## config.mk

```make
export PLATFORM = sky130hd
export DESIGN_NAME = wall_follower_maze_walker_unit
export DESIGN_NICKNAME = d
export VERILOG_FILES = /design/src/design/wfmw_pkg.sv /design/src/design/wfmw_ram.sv /design/src/design/wfmw_core.sv /design/src/design/wall_follower_maze_walker_unit.sv
export VERILOG_INCLUDE_DIRS = /design/src /design/src/design
export SDC_FILE = /design/constraint.sdc
export NUM_CORES = 2
export LEC_CHECK = 0
export BUFFER_PORTS_ARGS = -buffer_cell sky130_fd_sc_hd__buf_2
export CAP_MARGIN = 20
export CORE_ASPECT_RATIO = 0.8
export CORE_MARGIN = 2
export CORE_UTILIZATION = 39
export CTS_CLUSTER_DIAMETER = 200
export DETAILED_ROUTE_END_ITERATION = 10
export SYNTH_ARGS = -nofsm -noshare
export SYNTH_HDL_FRONTEND = slang
export SYNTH_SLANG_ARGS = --single-unit
```

## constraint.sdc

```tcl
create_clock -name i_clk -period 7.7 [get_ports i_clk]
set_clock_uncertainty 0.05 [all_clocks]
set_input_delay 0.77 -clock i_clk [delete_from_list [all_inputs] [get_ports i_clk]]
set_output_delay 0.77 -clock i_clk [all_outputs]
set_load 0.005 [all_outputs]
```

## src/design/wall_follower_maze_walker_unit_defines.svh

```systemverilog
// Assertion macros for the maze walker top level.
`ifndef WALL_FOLLOWER_MAZE_WALKER_UNIT_DEFINES_SVH
`define WALL_FOLLOWER_MAZE_WALKER_UNIT_DEFINES_SVH

`ifndef SYNTHESIS

// Same-cycle implication, checked out of reset.
`define WFMW_ASSERT_IMP(lbl, ante, cons, msg) \
    lbl: assert property (@(posedge i_clk) disable iff (!i_rst_n) (ante) |-> (cons)) \
        else $error(msg);

// Next-cycle implication, checked out of reset.
`define WFMW_ASSERT_NXT(lbl, ante, cons, msg) \
    lbl: assert property (@(posedge i_clk) disable iff (!i_rst_n) (ante) |=> (cons)) \
        else $error(msg);

`else

`define WFMW_ASSERT_IMP(lbl, ante, cons, msg)
`define WFMW_ASSERT_NXT(lbl, ante, cons, msg)

`endif

`endif

```

## src/design/wfmw_pkg.sv

```systemverilog
`default_nettype none

package wfmw_pkg;

    localparam int MAX_DIM_DEF   = 32;
    localparam int MAX_STEPS_DEF = 1024;

    localparam int CFG_W   = 6;
    localparam int FUNC_W  = 2;
    localparam int CIDX_W  = 10;
    localparam int POS_W   = 5;
    localparam int HEAD_W  = 2;

    localparam logic [CFG_W-1:0] CFG_DIM_RESET = 6'd17;

    localparam logic REG_WIDTH  = 1'b0;
    localparam logic REG_HEIGHT = 1'b1;

    localparam logic [FUNC_W-1:0] FUNC_LOAD  = 2'd0;
    localparam logic [FUNC_W-1:0] FUNC_START = 2'd1;
    localparam logic [FUNC_W-1:0] FUNC_STEP  = 2'd2;

    localparam logic [HEAD_W-1:0] HD_DOWN  = 2'd0;
    localparam logic [HEAD_W-1:0] HD_LEFT  = 2'd1;
    localparam logic [HEAD_W-1:0] HD_UP    = 2'd2;
    localparam logic [HEAD_W-1:0] HD_RIGHT = 2'd3;

    typedef struct packed {
        logic [FUNC_W-1:0] func;
        logic [CIDX_W-1:0] cell_index;
        logic              is_wall;
    } t_item;

    typedef struct packed {
        logic [POS_W-1:0]  row;
        logic [POS_W-1:0]  col;
        logic [HEAD_W-1:0] facing;
        logic              at_exit;
        logic              overflow;
        logic              no_entrance;
    } t_result;

endpackage

`default_nettype wire

```

## src/design/wfmw_ram.sv

```systemverilog
`default_nettype none

module wfmw_ram #(
    parameter int WIDTH = 1,
    parameter int DEPTH = 1024
) (
    input  wire logic                     i_clk,
    input  wire logic                     i_we,
    input  wire logic [$clog2(DEPTH)-1:0] i_waddr,
    input  wire logic [WIDTH-1:0]         i_wdata,
    input  wire logic [$clog2(DEPTH)-1:0] i_raddr,
    output logic      [WIDTH-1:0]         o_rdata
);

    logic [WIDTH-1:0] r_mem [DEPTH];

    always_ff @(posedge i_clk) begin
        if (i_we) begin
            r_mem[i_waddr] <= i_wdata;
        end
        o_rdata <= r_mem[i_raddr];
    end

endmodule

`default_nettype wire

```

## src/design/wfmw_core.sv

```systemverilog
`default_nettype none

module wfmw_core #(
    parameter int MAX_DIM   = wfmw_pkg::MAX_DIM_DEF,
    parameter int MAX_STEPS = wfmw_pkg::MAX_STEPS_DEF
) (
    input  wire logic                         i_clk,
    input  wire logic                         i_rst_n,
    input  wire logic                         i_item_vld,
    input  wire wfmw_pkg::t_item              i_item,
    output logic                              o_idle,
    input  wire logic [$clog2(MAX_DIM+1)-1:0] i_width,
    input  wire logic [$clog2(MAX_DIM+1)-1:0] i_height,
    input  wire logic                         i_res_ready,
    output logic                              o_res_vld,
    output wfmw_pkg::t_result                 o_res
);

    import wfmw_pkg::*;

    localparam int DIM_W  = $clog2(MAX_DIM);
    localparam int SZ_W   = $clog2(MAX_DIM + 1);
    localparam int CELLS  = MAX_DIM * MAX_DIM;
    localparam int AW     = $clog2(CELLS);
    localparam int STEP_W = $clog2(MAX_STEPS + 1);

    localparam logic [2:0] ST_IDLE = 3'd0;
    localparam logic [2:0] ST_SCAN = 3'd1;
    localparam logic [2:0] ST_RD_A = 3'd2;
    localparam logic [2:0] ST_DEC  = 3'd3;
    localparam logic [2:0] ST_OUT  = 3'd4;

    typedef struct packed {
        logic             blocked;
        logic [DIM_W-1:0] row;
        logic [DIM_W-1:0] col;
        logic [AW-1:0]    addr;
    } t_nb;

    function automatic t_nb f_nb(
        input logic [HEAD_W-1:0] hd,
        input logic [DIM_W-1:0]  row,
        input logic [DIM_W-1:0]  col,
        input logic [SZ_W-1:0]   wd,
        input logic [SZ_W-1:0]   ht
    );
        t_nb               res;
        logic [SZ_W-1:0]   nr;
        logic [SZ_W-1:0]   nc;
        logic              under;
        logic [2*SZ_W-1:0] prod;
        nr    = SZ_W'(row);
        nc    = SZ_W'(col);
        under = 1'b0;
        case (hd)
            HD_DOWN: begin
                nr = nr + SZ_W'(1);
            end
            HD_LEFT: begin
                under = (nc == '0);
                nc    = nc - SZ_W'(1);
            end
            HD_UP: begin
                under = (nr == '0);
                nr    = nr - SZ_W'(1);
            end
            HD_RIGHT: begin
                nc = nc + SZ_W'(1);
            end
            default: begin
                under = 1'b1;
            end
        endcase
        prod        = {{SZ_W{1'b0}}, nr} * {{SZ_W{1'b0}}, wd};
        res.blocked = under || (nr >= ht) || (nc >= wd);
        res.row     = DIM_W'(nr);
        res.col     = DIM_W'(nc);
        res.addr    = AW'(prod + (2*SZ_W)'(nc));
        return res;
    endfunction

    logic [2:0]        r_state, n_state;
    logic [DIM_W-1:0]  r_row, n_row;
    logic [DIM_W-1:0]  r_col, n_col;
    logic [HEAD_W-1:0] r_head, n_head;
    logic [STEP_W-1:0] r_steps, n_steps;
    logic              r_halt, n_halt;
    logic              r_noent, n_noent;
    logic [AW-1:0]     r_sk, n_sk;
    logic [SZ_W-1:0]   r_sr, n_sr;
    logic [DIM_W-1:0]  r_sc, n_sc;
    logic              r_ck_v, n_ck_v;
    logic [DIM_W-1:0]  r_ck_r, n_ck_r;
    logic [DIM_W-1:0]  r_ck_c, n_ck_c;
    logic              r_right_open, n_right_open;

    t_nb               nb_r;
    t_nb               nb_a;
    logic [SZ_W-1:0]   hm1;
    logic              active;
    logic              issuing;
    logic [STEP_W-1:0] steps_inc;
    logic              ram_we;
    logic [AW-1:0]     ram_raddr;
    logic              ram_rdata;

    assign nb_r      = f_nb(r_head + HEAD_W'(1), r_row, r_col, i_width, i_height);
    assign nb_a      = f_nb(r_head, r_row, r_col, i_width, i_height);
    assign hm1       = i_height - SZ_W'(1);
    assign active    = !r_halt && (SZ_W'(r_row) < hm1);
    assign steps_inc = (r_steps < STEP_W'(MAX_STEPS)) ? r_steps + STEP_W'(1) : r_steps;
    assign issuing   = (r_sr < i_height);
    assign ram_we    = i_item_vld && (i_item.func == FUNC_LOAD)
                       && (32'(i_item.cell_index) < CELLS);

    wfmw_ram #(
        .WIDTH (1),
        .DEPTH (CELLS)
    ) u_wall_map (
        .i_clk   (i_clk),
        .i_we    (ram_we),
        .i_waddr (AW'(i_item.cell_index)),
        .i_wdata (i_item.is_wall),
        .i_raddr (ram_raddr),
        .o_rdata (ram_rdata)
    );

    always_comb begin
        case (r_state)
            ST_SCAN: ram_raddr = r_sk;
            ST_RD_A: ram_raddr = nb_a.addr;
            default: ram_raddr = nb_r.addr;
        endcase
    end

    always_comb begin
        n_state      = r_state;
        n_row        = r_row;
        n_col        = r_col;
        n_head       = r_head;
        n_steps      = r_steps;
        n_halt       = r_halt;
        n_noent      = r_noent;
        n_sk         = r_sk;
        n_sr         = r_sr;
        n_sc         = r_sc;
        n_ck_v       = r_ck_v;
        n_ck_r       = r_ck_r;
        n_ck_c       = r_ck_c;
        n_right_open = r_right_open;
        case (r_state)
            ST_IDLE: begin
                if (i_item_vld && (i_item.func == FUNC_START)) begin
                    n_head  = HD_DOWN;
                    n_steps = '0;
                    n_noent = 1'b0;
                    n_sk    = '0;
                    n_sr    = '0;
                    n_sc    = '0;
                    n_ck_v  = 1'b0;
                    n_state = ST_SCAN;
                end else if (i_item_vld && (i_item.func == FUNC_STEP)) begin
                    n_noent = 1'b0;
                    n_state = ST_OUT;
                    if (active) begin
                        n_steps = steps_inc;
                        if (steps_inc >= STEP_W'(MAX_STEPS)) begin
                            n_halt = 1'b1;
                        end else begin
                            n_state = ST_RD_A;
                        end
                    end
                end
            end
            ST_SCAN: begin
                if (r_ck_v && !ram_rdata) begin
                    n_row   = r_ck_r;
                    n_col   = r_ck_c;
                    n_halt  = 1'b0;
                    n_state = ST_OUT;
                end else if (!issuing) begin
                    n_row   = '0;
                    n_col   = '0;
                    n_halt  = 1'b1;
                    n_noent = 1'b1;
                    n_state = ST_OUT;
                end else begin
                    n_ck_v = 1'b1;
                    n_ck_r = DIM_W'(r_sr);
                    n_ck_c = r_sc;
                    n_sk   = r_sk + AW'(1);
                    if (SZ_W'(r_sc) == i_width - SZ_W'(1)) begin
                        n_sc = '0;
                        n_sr = r_sr + SZ_W'(1);
                    end else begin
                        n_sc = r_sc + DIM_W'(1);
                    end
                end
            end
            ST_RD_A: begin
                n_right_open = !nb_r.blocked && !ram_rdata;
                n_state      = ST_DEC;
            end
            ST_DEC: begin
                if (r_right_open) begin
                    n_head = r_head + HEAD_W'(1);
                    n_row  = nb_r.row;
                    n_col  = nb_r.col;
                end else if (!nb_a.blocked && !ram_rdata) begin
                    n_row = nb_a.row;
                    n_col = nb_a.col;
                end else begin
                    n_head = r_head + HEAD_W'(3);
                end
                n_state = ST_OUT;
            end
            ST_OUT: begin
                if (i_res_ready) begin
                    n_state = ST_IDLE;
                end
            end
            default: begin
                n_state = ST_IDLE;
            end
        endcase
    end

    always_ff @(posedge i_clk) begin
        if (!i_rst_n) begin
            r_state <= ST_IDLE;
            r_row   <= '0;
            r_col   <= '0;
            r_head  <= HD_DOWN;
            r_steps <= '0;
            r_halt  <= 1'b1;
            r_noent <= 1'b0;
            r_ck_v  <= 1'b0;
        end else begin
            r_state <= n_state;
            r_row   <= n_row;
            r_col   <= n_col;
            r_head  <= n_head;
            r_steps <= n_steps;
            r_halt  <= n_halt;
            r_noent <= n_noent;
            r_ck_v  <= n_ck_v;
        end
    end

    always_ff @(posedge i_clk) begin
        r_sk         <= n_sk;
        r_sr         <= n_sr;
        r_sc         <= n_sc;
        r_ck_r       <= n_ck_r;
        r_ck_c       <= n_ck_c;
        r_right_open <= n_right_open;
    end

    assign o_idle    = (r_state == ST_IDLE);
    assign o_res_vld = (r_state == ST_OUT) && i_res_ready;

    always_comb begin
        o_res.row         = POS_W'(r_row);
        o_res.col         = POS_W'(r_col);
        o_res.facing      = r_head;
        o_res.at_exit     = (SZ_W'(r_row) >= hm1);
        o_res.overflow    = (r_steps >= STEP_W'(MAX_STEPS));
        o_res.no_entrance = r_noent;
    end

endmodule

`default_nettype wire

```

## src/design/wall_follower_maze_walker_unit.sv

```systemverilog
// Channel      Direction  tdata (low bit up)                        tuser
// s_axis       in         cell_index[9:0], is_wall[10], zero pad    func[1:0]
// m_axis       out        row, col, facing, at_exit, overflow,      none
//                         no_entrance, zero pad
// cfg          in         i_cfg_wdata into register i_cfg_idx        none
//
// A load item gives no result and leaves the walker idle.
// A step item goes from acceptance through ST_RD_A and ST_DEC to ST_OUT, which writes the
// result register once the output slot is free, and straight to ST_OUT when the walker
// is halted, at the exit or hits the step limit; the single read port of the wall map sets
// this, with the right and ahead cells read one after the other.
// A start item reads one cell per cycle until it finds an open cell or the grid runs out.
// Reset is synchronous and active low; the wall map is not cleared.
// A result waiting on m_axis does not block acceptance of the next item.
`default_nettype none

`include "wall_follower_maze_walker_unit_defines.svh"

module wall_follower_maze_walker_unit #(
    parameter int MAX_DIM   = wfmw_pkg::MAX_DIM_DEF,
    parameter int MAX_STEPS = wfmw_pkg::MAX_STEPS_DEF
) (
    input  wire logic                       i_clk,
    input  wire logic                       i_rst_n,
    input  wire logic                       s_axis_tvalid,
    output logic                            s_axis_tready,
    input  wire logic [15:0]                s_axis_tdata,  // cell_index, is_wall
    input  wire logic [1:0]                 s_axis_tuser,  // func
    output logic                            m_axis_tvalid,
    input  wire logic                       m_axis_tready,
    output logic [15:0]                     m_axis_tdata,  // row, col, facing, at_exit,
                                                           // overflow, no_entrance
    input  wire logic                       i_cfg_we,
    input  wire logic                       i_cfg_idx,
    input  wire logic [wfmw_pkg::CFG_W-1:0] i_cfg_wdata
);

    import wfmw_pkg::*;

    localparam int SZ_W = $clog2(MAX_DIM + 1);

    logic [CFG_W-1:0] r_width;
    logic [CFG_W-1:0] r_height;
    logic [SZ_W-1:0]  w_used;
    logic [SZ_W-1:0]  h_used;
    t_item            item;
    logic             item_vld;
    logic             idle;
    logic             res_ready;
    logic             res_vld;
    t_result          res;
    logic             r_out_valid;
    t_result          r_out;

    always_ff @(posedge i_clk) begin
        if (!i_rst_n) begin
            r_width  <= CFG_DIM_RESET;
            r_height <= CFG_DIM_RESET;
        end else if (i_cfg_we) begin
            case (i_cfg_idx)
                REG_WIDTH:  r_width  <= i_cfg_wdata;
                REG_HEIGHT: r_height <= i_cfg_wdata;
                default:    r_width  <= r_width;
            endcase
        end
    end

    always_comb begin
        if (r_width == '0) begin
            w_used = SZ_W'(1);
        end else if (32'(r_width) > MAX_DIM) begin
            w_used = SZ_W'(MAX_DIM);
        end else begin
            w_used = SZ_W'(r_width);
        end
        if (r_height == '0) begin
            h_used = SZ_W'(1);
        end else if (32'(r_height) > MAX_DIM) begin
            h_used = SZ_W'(MAX_DIM);
        end else begin
            h_used = SZ_W'(r_height);
        end
    end

    assign item.func       = s_axis_tuser;
    assign item.cell_index = s_axis_tdata[CIDX_W-1:0];
    assign item.is_wall    = s_axis_tdata[CIDX_W];

    assign s_axis_tready = idle;
    assign item_vld      = s_axis_tvalid && s_axis_tready;
    assign res_ready     = !r_out_valid || m_axis_tready;

    wfmw_core #(
        .MAX_DIM   (MAX_DIM),
        .MAX_STEPS (MAX_STEPS)
    ) u_core (
        .i_clk       (i_clk),
        .i_rst_n     (i_rst_n),
        .i_item_vld  (item_vld),
        .i_item      (item),
        .o_idle      (idle),
        .i_width     (w_used),
        .i_height    (h_used),
        .i_res_ready (res_ready),
        .o_res_vld   (res_vld),
        .o_res       (res)
    );

    always_ff @(posedge i_clk) begin
        if (!i_rst_n) begin
            r_out_valid <= 1'b0;
        end else if (res_vld) begin
            r_out_valid <= 1'b1;
        end else if (m_axis_tready) begin
            r_out_valid <= 1'b0;
        end
    end

    always_ff @(posedge i_clk) begin
        if (res_vld) begin
            r_out <= res;
        end
    end

    assign m_axis_tvalid = r_out_valid;
    assign m_axis_tdata  = {1'b0, r_out.no_entrance, r_out.overflow, r_out.at_exit,
                            r_out.facing, r_out.col, r_out.row};

    `WFMW_ASSERT_IMP(a_res_slot_free, res_vld, !r_out_valid || m_axis_tready,
        "result written over an item not yet taken")

    `WFMW_ASSERT_NXT(a_load_stays_idle,
        item_vld && (s_axis_tuser == FUNC_LOAD), s_axis_tready,
        "load item left the walker busy")

    `WFMW_ASSERT_IMP(a_noent_home, res_vld && res.no_entrance,
        (res.row == '0) && (res.col == '0) && (res.facing == HD_DOWN) && !res.overflow,
        "failed start did not park the walker at the origin")

endmodule

`default_nettype wire

```

==> run metrics <==
dominant cell type by area after synthesis edfxtp_1; multi-input logic area ~0.018 sq mm; Synth Area in XOR/XNOR 0.917%; Mapped Area 0.0535 sq mm; IO buf count 41; Post-CTS Setup Repair Bufs 0; startpoint types register; Worst R2R End u_core.u_wall_map.o_rdata; number of global-route vias before repair about 36,000; Critical Path Fanout Max 11; routed length on met1 roughly 71,000 um; Top-Level Pins between 40 and 50; global-route wire length before repair roughly 240,000 um; CTS H-Tree Depth 3; drt drc 0; Synth Area in Adders under 10%; antenna viol nets, final 0; clk buf depth 3; worst rel slew slack between 10% and 20%; DR iter-0 viols a little under 6,000; status completed; gpl congestion around 0.9; CP Capture Point u_core.u_wall_map.o_rdata; ys async rst share 0%; Mapped Cells 4,950; Initial Util roughly two fifths; r2r startpoint u_core.r_row[1]; r2r worst-path depth 27; Crit path top cell by count inv_1; R2R Setup Slk around 300 ps; dpl hpwl about 95,000 um; Main synth FF type edfxtp_1; Routed met2 length between 70,000 and 80,000 um; Yosys warnings 0; CP max stage delay roughly 540 ps; critical path launch point u_core.r_row[1]; Worst-Margin Slew 1240 ps; Clk Latency, worst-skew pair 740 ps; most numerous cell in the Yosys netlist nor2_1; Tmin final 7400 ps; CTS Buf Count approximately 110; TritonCTS clock tree yes; DR top layer met5; GRT Total Usage between 20% and 30%; crit path buf inv count 7; largest cells by area after synthesis edfxtp_1 60%, nor2_1 8.4%, nand2_1 4.6%; compound-cell area share of the yosys netlist 9.38%; worst min-delay path category in2reg; Crit-path slowest cell fa_1; via count ~40,000; mux share of post-synthesis cell area under 10%; core area between 0.1 and 0.15 sq mm; largest net degree at the start of global routing 264; RSZ-0062 raised after global routing false; synthesized flop and latch total around 1,100; total negative setup slack 0 ps; synth unique cells 91; Syn Nets a little over 5,000; Sink Count around 1,100; antenna violations before repair 9; WL met3 17,300 um; Vert. Die Dim approximately 340 um; main combinational cell family by area after synthesis simple AND/OR/NAND/NOR gates; Max Fclk roughly 140 MHz; number of nets in the layout roughly 5,000; total die area between 0.1 and 0.15 sq mm; Root Buffer clkbuf_16; number of core rows about 120; drt pass-1 iters 6; Setup violations, final 0; share of cells above drive strength 1 roughly 9.2%; Final Hold Viols 0; post-synthesis sequential area ratio between 60% and 70%; CP arrival ~8000 ps; vias per cell 5.87; Pins Over Slew Limit 0; Synth top area share roughly 60%; count of hold buffers inserted by post-cts repair 0; WS Path Type reg2reg; fin crit share 96.1%; GRT overflow 0; Area growth syn-to-layout 11.7%; delay-heaviest family, CP compound AO/OA/AOI/OAI gates; EDFF count, synth 1,071; Avg WL per Cell about 25 um; Post-Synth Simple-Gate Area between 10% and 20%; flip-flop and latch area between 0.03 and 0.04 sq mm; WP depth 27; Max-cap violations 0; Die Wd 418 um; fill count about 13,000; CTS clk-pin slew, worst paths around 60 ps; commonest cells in the synthesized netlist 1,193 x nor2_1, 1,071 x edfxtp_1, 660 x nand2_1; syn avg cell area roughly 11 sq um; Routed WL 169,000 um; crit end category register; Critical Path RT around 8300 ps
==> worst min path at each step <==
| stage | startpoint | endpoint | slack (ps) | depth (start not counted) |
|---|---|---|---|---|
| 2_1_floorplan | u_core.r_col[4] | m_axis_tdata[9] | 360 | 0 |
| 3_3_place_gp | u_core.r_noent | m_axis_tdata[14] | 370 | 0 |
| 3_5_place_dp | u_core.r_noent | m_axis_tdata[14] | 380 | 0 |
| 4_1_cts | i_cfg_wdata[4] | r_width[4] | 210 | 3 |
| 5_1_grt | i_cfg_wdata[4] | r_width[4] | 250 | 3 |
| 6_report | i_cfg_wdata[4] | r_width[4] | 260 | 3 |
==> through the flow <==
stage	setup slack (ps)	instance area [sq um]	cells	util, %	hold WS (ps)
final	299	59700	6721	43.9	256
after global routing	44.4	59700	6717	43.9	247
after CTS	82.6	59200	6697	43.5	207
after detailed placement	86.5	55800	6496	41.0	380
after global placement	222	55500	6485	40.8	370
after floorplan	1390	53500	4950	-	356
==> cell families after synthesis <==
logic type | count (synthesis)
buf+inv | 519
simple gates | 2259
fa+ha+maj | 135
other cells | 1
xor+xnor | 56
compound gates | 736
flops | 1114
mux | 130
==> worst register-to-register path, stage by stage (launching register included) <==
cell	delay, ps
dfxtp_1	310
inv_1	140
ha_1	240
or3b_2	500
or3_1	350
and3_1	250
inv_1	140
nand2_1	100
fa_1	540
inv_1	50
ha_1	280
inv_1	70
fa_1	420
fa_1	490
inv_1	50
ha_1	330
a21oi_1	200
a21boi_0	190
o31ai_2	370
a21o_2	370
buf_4	320
o21ai_0	130
a211oi_1	490
or3_1	220
a21oi_1	60
o311ai_1	340
buf_4	190
o311a_1	180
==> routing by layer <==
layer  GRT usage (%)  vias up
met1            34.2    19700
li1                -    17400
met2            35.5     2003
met4            7.87        4
met3            4.10      358
met5               0        -
==> sequential cells by signal, summed over array words and instances, names as in the netlist, 2 cells and up <==
name                     count
u_core.r_head                2
u_core.r_row                 5
u_core.r_ck_c                5
u_core.r_steps              11
u_core.r_ck_r                5
u_core.r_sk                 10
m_axis_tdata                15
r_height                     6
u_core.u_wall_map.r_mem   1024
u_core.r_sr                  6
u_core.r_sc                  5
r_width                      6
u_core.r_state               3
u_core.r_col                 5
==> cell usage in the layout, fill, tap and decap left out, drive strengths merged, types with 22 or more instances in the layout <==
cell,n
and3,78
edfxtp,1071
buf,207
a221oi,47
mux2,23
nand2,661
nor2,1196
a31oi,72
fa,38
mux2i,106
a21oi,203
nor3,31
nand4,27
o21ai,73
a222oi,22
a21o,24
ha,97
inv,95
a32oi,31
dfxtp,43
clkbuf,143
a211oi,88
xnor2,34
nand3,167
clkinv,49
a22oi,54
xor2,22
==> area by class of cell <==
type | count | area share (%)
multi-input cells | 3317 | 30.9
clock buffers | 143 | 4.87
repair buffers | 207 | 3.76
flip-flops and latches | 1114 | 55.3
clock inverters | 58 | 0.863
diodes | 5 | 0.0209
well taps | 1783 | 3.73
inverters | 94 | 0.591
==> timing repair <==
| item | 4_1_cts | 5_1_grt |
|---|---|---|
| setup endpoints to repair | 0 | 1 |
| hold endpoints to repair | 0 | 0 |
| resized for setup | 0 | 6 |
Power is not shown: default switching activity piles up to over one toggle a cycle in this logic, so the estimate is an artifact.
